`config.mk`:
```
export PLATFORM = sky130hd
export DESIGN_NAME = pool2d_divider
export DESIGN_NICKNAME = d
export VERILOG_FILES = /design/src/rtl/pool2d_pkg.sv /design/src/rtl/pool2d_divider.sv
export SDC_FILE = /design/constraint.sdc
export NUM_CORES = 1
export LEC_CHECK = 0
export ABC_AREA = 1
export BUFFER_PORTS_ARGS = -buffer_cell sky130_fd_sc_hd__buf_2
export CORE_MARGIN = 5
export CORE_UTILIZATION = 30
export CTS_CLUSTER_SIZE = 10
export DETAILED_ROUTE_END_ITERATION = 8
export PLACE_DENSITY_LB_ADDON = 0.2
export SYNTH_ARGS = -nofsm -noshare
export SYNTH_HDL_FRONTEND = slang
export SYNTH_SLANG_ARGS = --single-unit
```
`constraint.sdc`:
```
create_clock -name clk -period 2.3 [get_ports clk]
set_input_delay 0.46 -clock clk [delete_from_list [all_inputs] [get_ports clk]]
set_output_delay 0.46 -clock clk [all_outputs]
set_load 0.1 [all_outputs]
```
`src/rtl/pool2d_pkg.sv`:
```
// ----------------------------------------------------------------------------
// pool2d_pkg
// shared widths, defaults and register codes of the 2-d pooling block
// ----------------------------------------------------------------------------
package pool2d_pkg;

    localparam int DEF_MAX_DIM      = 256;
    localparam int DEF_MAX_WINDOW   = 4;
    localparam int DEF_MAX_CHANNELS = 1024;

    localparam int SAMPLE_W  = 16;
    localparam int CFG_W     = 11;
    localparam int CFG_IDX_W = 3;

    typedef enum logic [CFG_IDX_W-1:0] {
        REG_MODE     = 3'd0,
        REG_SIZE     = 3'd1,
        REG_STRIDE   = 3'd2,
        REG_CHANNELS = 3'd3,
        REG_HEIGHT   = 3'd4,
        REG_WIDTH    = 3'd5
    } cfg_reg_t;

    // pooling kinds
    localparam logic MODE_MAX = 1'b0;
    localparam logic MODE_AVG = 1'b1;

endpackage

```
`src/rtl/pool2d_divider.sv`:
```
// ----------------------------------------------------------------------------
// pool2d_divider
// radix-2 restoring divide of the window sum by size squared, toward zero
// ----------------------------------------------------------------------------
module pool2d_divider
    import pool2d_pkg::*;
#(
    parameter int MAX_WINDOW = DEF_MAX_WINDOW
)
(
    input  logic                                              clk,
    input  logic                                              rst_n,
    input  logic                                              start,
    input  logic signed [SAMPLE_W+2*$clog2(MAX_WINDOW)-1:0]   dividend,
    input  logic [$clog2(MAX_WINDOW+1)-1:0]                   side,
    output logic                                              done,
    output logic signed [SAMPLE_W-1:0]                        quotient
);

    localparam int SW  = SAMPLE_W + 2 * $clog2(MAX_WINDOW);
    localparam int SZW = $clog2(MAX_WINDOW + 1);
    localparam int DW  = 2 * SZW;
    localparam int CW  = $clog2(SW + 1);

    logic              busy_reg;
    logic              done_reg;
    logic              neg_reg;
    logic [CW-1:0]     cnt_reg;
    logic [DW-1:0]     div_reg;
    logic [DW-1:0]     rem_reg;
    logic [SW-1:0]     quo_reg;
    logic [DW:0]       trial;
    logic              fits;
    logic [SW-1:0]     mag;
    logic [SW-1:0]     signed_q;

    assign trial    = {rem_reg, quo_reg[SW-1]};
    assign fits     = (trial >= {1'b0, div_reg});
    assign mag      = dividend[SW-1] ? SW'(-dividend) : SW'(dividend);
    assign signed_q = neg_reg ? SW'(-quo_reg) : quo_reg;

    always_ff @(posedge clk or negedge rst_n)
    begin
        if (!rst_n)
        begin
            busy_reg <= 1'b0;
            done_reg <= 1'b0;
            cnt_reg  <= '0;
        end
        else
        begin
            done_reg <= 1'b0;
            if (start)
            begin
                busy_reg <= 1'b1;
                cnt_reg  <= CW'(SW);
                rem_reg  <= '0;
                quo_reg  <= mag;
                neg_reg  <= dividend[SW-1];
                div_reg  <= DW'(side) * DW'(side);
            end
            else if (busy_reg)
            begin
                // one quotient bit per cycle
                rem_reg  <= fits ? DW'(trial - {1'b0, div_reg}) : DW'(trial);
                quo_reg  <= {quo_reg[SW-2:0], fits};
                cnt_reg  <= cnt_reg - 1'b1;
                if (cnt_reg == CW'(1))
                begin
                    busy_reg <= 1'b0;
                    done_reg <= 1'b1;
                end
            end
        end
    end

    assign done     = done_reg;
    assign quotient = signed_q[SAMPLE_W-1:0];

endmodule

```
# == Word-level counts from Yosys, hierarchy flattened ==
# Index checks and enable logic that the tools add are counted.
# op_classes
add_sub_neg,4
n_mul,1
n_div,0
magnitude_cmp,1
eq_ne,1
shift,0
muxes,14
bitwise,0
reduce_logical,3
# op_table
op,n
20-bit two-way mux,3
20-bit negator,1
16-bit two-way mux,1
16-bit negator,1
6-bit two-way mux,2
5-bit two-way mux,2
7-bit by 6-bit greater-or-equal comparator with 1-bit output,1
3-bit by 3-bit multiplier with 6-bit output,1
1-bit two-way mux,6
6-bit subtractor,1
5-bit by 1-bit == test with 1-bit output (second input constant),1
5-bit by 1-bit subtractor with 5-bit output (second input constant),1
2-bit AND reduction,2
2-bit nonzero test,1
# totals
reg_bits,40
latchBits,0
ram_bits,0
mem_bits_ro,0
output_inout_bits,17
n_memories,0

# == Depth between registers and ports, before layout ==
# depth
ltp_word,4
ltp_mapped,12

# == Least setup slack after synthesis ==
# Ideal clock, no wire load.
# synth_path
path_type,reg2out
startpoint,register neg_reg
endpoint,output quotient[1]
t_arrival_ps,2724
setup_slack_ps,-884
stages_incl_launch_ff,3
path_cell_list,edfxtp_1 > buf_2 > o21ai_0
# synth_between
elab_chain_len,1
# synth_lines
item,line,text
from (decl),pool2d_divider.sv:27,logic neg_reg;
from (signal assigned),pool2d_divider.sv:59,neg_reg <= dividend[SW-1];
16-bit two-way mux,pool2d_divider.sv:40,assign signed_q = neg_reg ? SW'(-quo_reg) : quo_reg;
to (decl),pool2d_divider.sv:17,output logic signed [SAMPLE_W-1:0] quotient
# Every way passes these cells.

# == Final worst setup path ==
# layout_path
startpoint,register quo_reg[1]
endpoint,output quotient[10]
# layout_between
elab_chain_len,2
# layout_lines
item,line,text
from (decl),pool2d_divider.sv:31,logic [SW-1:0] quo_reg;
from (signal assigned),pool2d_divider.sv:58,quo_reg <= mag;
from (signal assigned),pool2d_divider.sv:66,"quo_reg <= {quo_reg[SW-2:0], fits};"
16-bit negator,pool2d_divider.sv:40,
16-bit two-way mux,pool2d_divider.sv:40,
# Every way passes these cells.

==> results.toml <==
[global_route]
grt_overflow_total = 0
grt_pass1_wl_mm = 12.2
antenna_found_initial = 0
grt_use_total_pct = 12.7
grt_max_degree = 28
grt_pass1_vias = 2633

[floorplanning]
fp.dieH_um = 110
coreArea_mm2 = 0.00973
num_rows = 36
initial_utilization_pct = 30.7
io_pins = 43
die_area_mm2 = 0.0121
die_width_um = 110

[synthesis]
yosysWarnings = 0
synth_nets = 448
synth.largest_area_cell = "edfxtp_1"
ys_types = 31
ys.flop_type = "edfxtp_1"
synth_area_leaders = "edfxtp_1 (32%), nand2_1 (15%), inv_1 (7.2%), nand3_1 (6.4%), dfrtp_1 (5.9%)"
synth-seq-cells = 39
syn_inst = 409
synth-async-reset-ratio_pct = 17.9
synthesis.area_mm2 = 0.00299
yosysTopAreaCellShare_pct = 32.1
synth_seq_area_share_pct = 38.0
syn_area_per_cell_um2 = 7.31
synth_edf_count = 32

[routing]
drc = 0
viasPerCell = 4.48
drt_wl_total_mm = 7.05
wl_per_cell_um = 11.7
first_pass_iters = 5
drt_iter0_markers = 155
vias = 2701
detail-route-antenna-nets = 0

[finish]
drive_above_1_share_pct = 23.8
design_area_mm2 = 0.00391
instances_no_fill = 603
final_cell_mix = "nand2_1 (116), inv_1 (53), nand3_1 (38)"
fin_nets = 508
largest_register_ffs = 20
num-fill-cells = 1041
seq_area_mm2 = 0.00114
multi_input_area_mm2 = 0.00172
area_growth_pct = 30.7
final_common_cell = "nand2_1"
insertedDiodeCount = 0

[timing]
max_freq_mhz = 425
setup_viol = 2
fin_skew_ps = 6.75
rsz0062_at_grt = "true"
worstMarginPinSlew_ps = 486
relSlewSlack_pct = 67.8
period_needed_ps = 2350
report.final.slew_viol_count = 0
finalHoldViolCount = 0
post-route-period-util_pct = 102
fin_ws_ps = -54.3

[setup_path]
r2r_slack_ps = 450
cp_data_required_time_ps = 1840
reg2reg_to = "rem_reg[4]$_SDFFCE_PP0P_"
critPathCaptureType = "output pin"
reg2regPathDepth = 9
worstPathMaxFanout = 4
startpoint_type = "flip-flop"
criticalPathCategory = "reg2out"
r2r_start = "rem_reg[3]$_SDFFCE_PP0P_"
cp.arrival_ps = 1890

[clock_network]
cts_tree = "built"
htreeDepth = 2
cts-root-buf = "clkbuf_8"
path_clk_slew_ps = 80
cts_buffers = 5
insertion_delay_ps = 290
cts_sinks = 39
clk_path_buf_depth = 2
cts_hold_buf = 0

[power]
power.share.sequential_pct = 36.4
power_density_mw_per_mm2 = 629
p_sw_share_pct = 38.8
pwr-share-comb_pct = 41.2
p_int_mw = 1.50
total_power_mw = 2.46
clkPwrFrac_pct = 22.4
switching_power_uw = 955
p_leak_nw = 1.84
peakVddDrop_v = 0.000302

[place]
placed_cells = 583
post-place-ws_ps = 197
place_congestion = 0.851
post_dp_cell_area_mm2 = 0.00366
dpl.hpwl_mm = 5.69
io_buffers = 42

[status]
violations = "setup timing"
status = "finished, violations left"

[min_path]
hp-class = "in2async"

[flow_run]
maxCapViolations = 0
[stage by stage]
step / hold WS, ps / utilization [%] / setup TNS [ps]
3_5_place_dp: 510 / 37.6 / 0
5_1_grt: 233 / 40.1 / -868
3_3_place_gp: 485 / 37.6 / 0
4_1_cts: 208 / 39.5 / -50.0
2_1_floorplan: 164 / - / -299
6_report: 218 / 40.1 / -95.3
[cell type report]
type | count | area share (%)
multi-input cells | 296 | 44.0
flip-flops and latches | 39 | 29.1
repair buffers | 61 | 13.4
clock buffers | 5 | 1.76
well taps | 133 | 4.26
clock inverters | 3 | 0.993
inverters | 66 | 6.47
[what timing repair did]
| item | 4_1_cts | 5_1_grt |
|---|---|---|
| setup buffers | 8 | 4 |
| resized for setup | 5 | 11 |
| pin swaps | 1 | 7 |
| setup endpoints to repair | 7 | 9 |
[power by group through the flow]
| stage | Combinational [mW] | Sequential, mW | Clock (mW) |
|---|---|---|---|
| 5_1_grt | 1.11 | 0.906 | 0.589 |
| 6_report | 1.01 | 0.895 | 0.550 |
| 3_5_place_dp | 0.975 | 0.913 | 0 |
| 4_1_cts | 1.00 | 0.896 | 0.563 |
| 2_1_floorplan | 0.705 | 0.898 | 0 |
| 3_3_place_gp | 0.967 | 0.909 | 0 |
[routing by layer]
metal / global-route usage (%) / routed length [µm] / vias up
li1: - / - / 1435
met1: 18.1 / 3570 / 1228
met2: 20.0 / 3220 / 33
met3: 1.64 / 175 / 5
met4: 3.47 / 82 / 0
met5: 0 / 0 / -
[critical path: stages, from the launching register on]
cell,delay (ps)
edfxtp_1,430
inv_2,100
ha_4,130
inv_4,40
nor4_4,320
nand4_1,160
nand2_1,90
nand2_1,60
nand2_2,90
buf_12,170
[synth_stat cells (2+ instances only)]
master and instances:
nand2_4 2, o22ai_1 2, inv_2 8, ha_1 13
edfxtp_1 32, xor2_1 17, dfrtp_1 7, nor3_2 3
nor2_1 34, nor2_2 3, buf_2 4, o21ai_1 12
xnor2_1 5, nor3_1 4, inv_1 57, clkbuf_1 2
o21ai_0 13, a21oi_1 7, nand4_1 11, nand3_1 38
nand2_1 119, nor2_4 2, nand3b_1 4, o21ai_2 3
[cell families (layout without fill, tap and decap cells)]
group	Yosys count	after routing	synth area share, %
compound gates	37	37	6.66
xor+xnor	22	22	6.45
fa+ha+maj	13	13	5.44
buf+inv	74	135	9.59
flops	39	39	38.0
simple gates	224	224	33.9
[worst max-delay path by stage]
stage                          from            to  slack (ps)  cells past startpoint
6_report       quo_reg[1]$_DFFE_PP_  quotient[10]         -50                      9
5_1_grt        quo_reg[1]$_DFFE_PP_  quotient[10]        -190                      9
4_1_cts        quo_reg[1]$_DFFE_PP_   quotient[6]         -20                      7
3_5_place_dp   quo_reg[1]$_DFFE_PP_  quotient[10]         200                      9
3_3_place_gp   quo_reg[1]$_DFFE_PP_   quotient[6]         220                      7
2_1_floorplan  quo_reg[1]$_DFFE_PP_   quotient[6]        -180                      6
(Power assumes the default switching activity.)
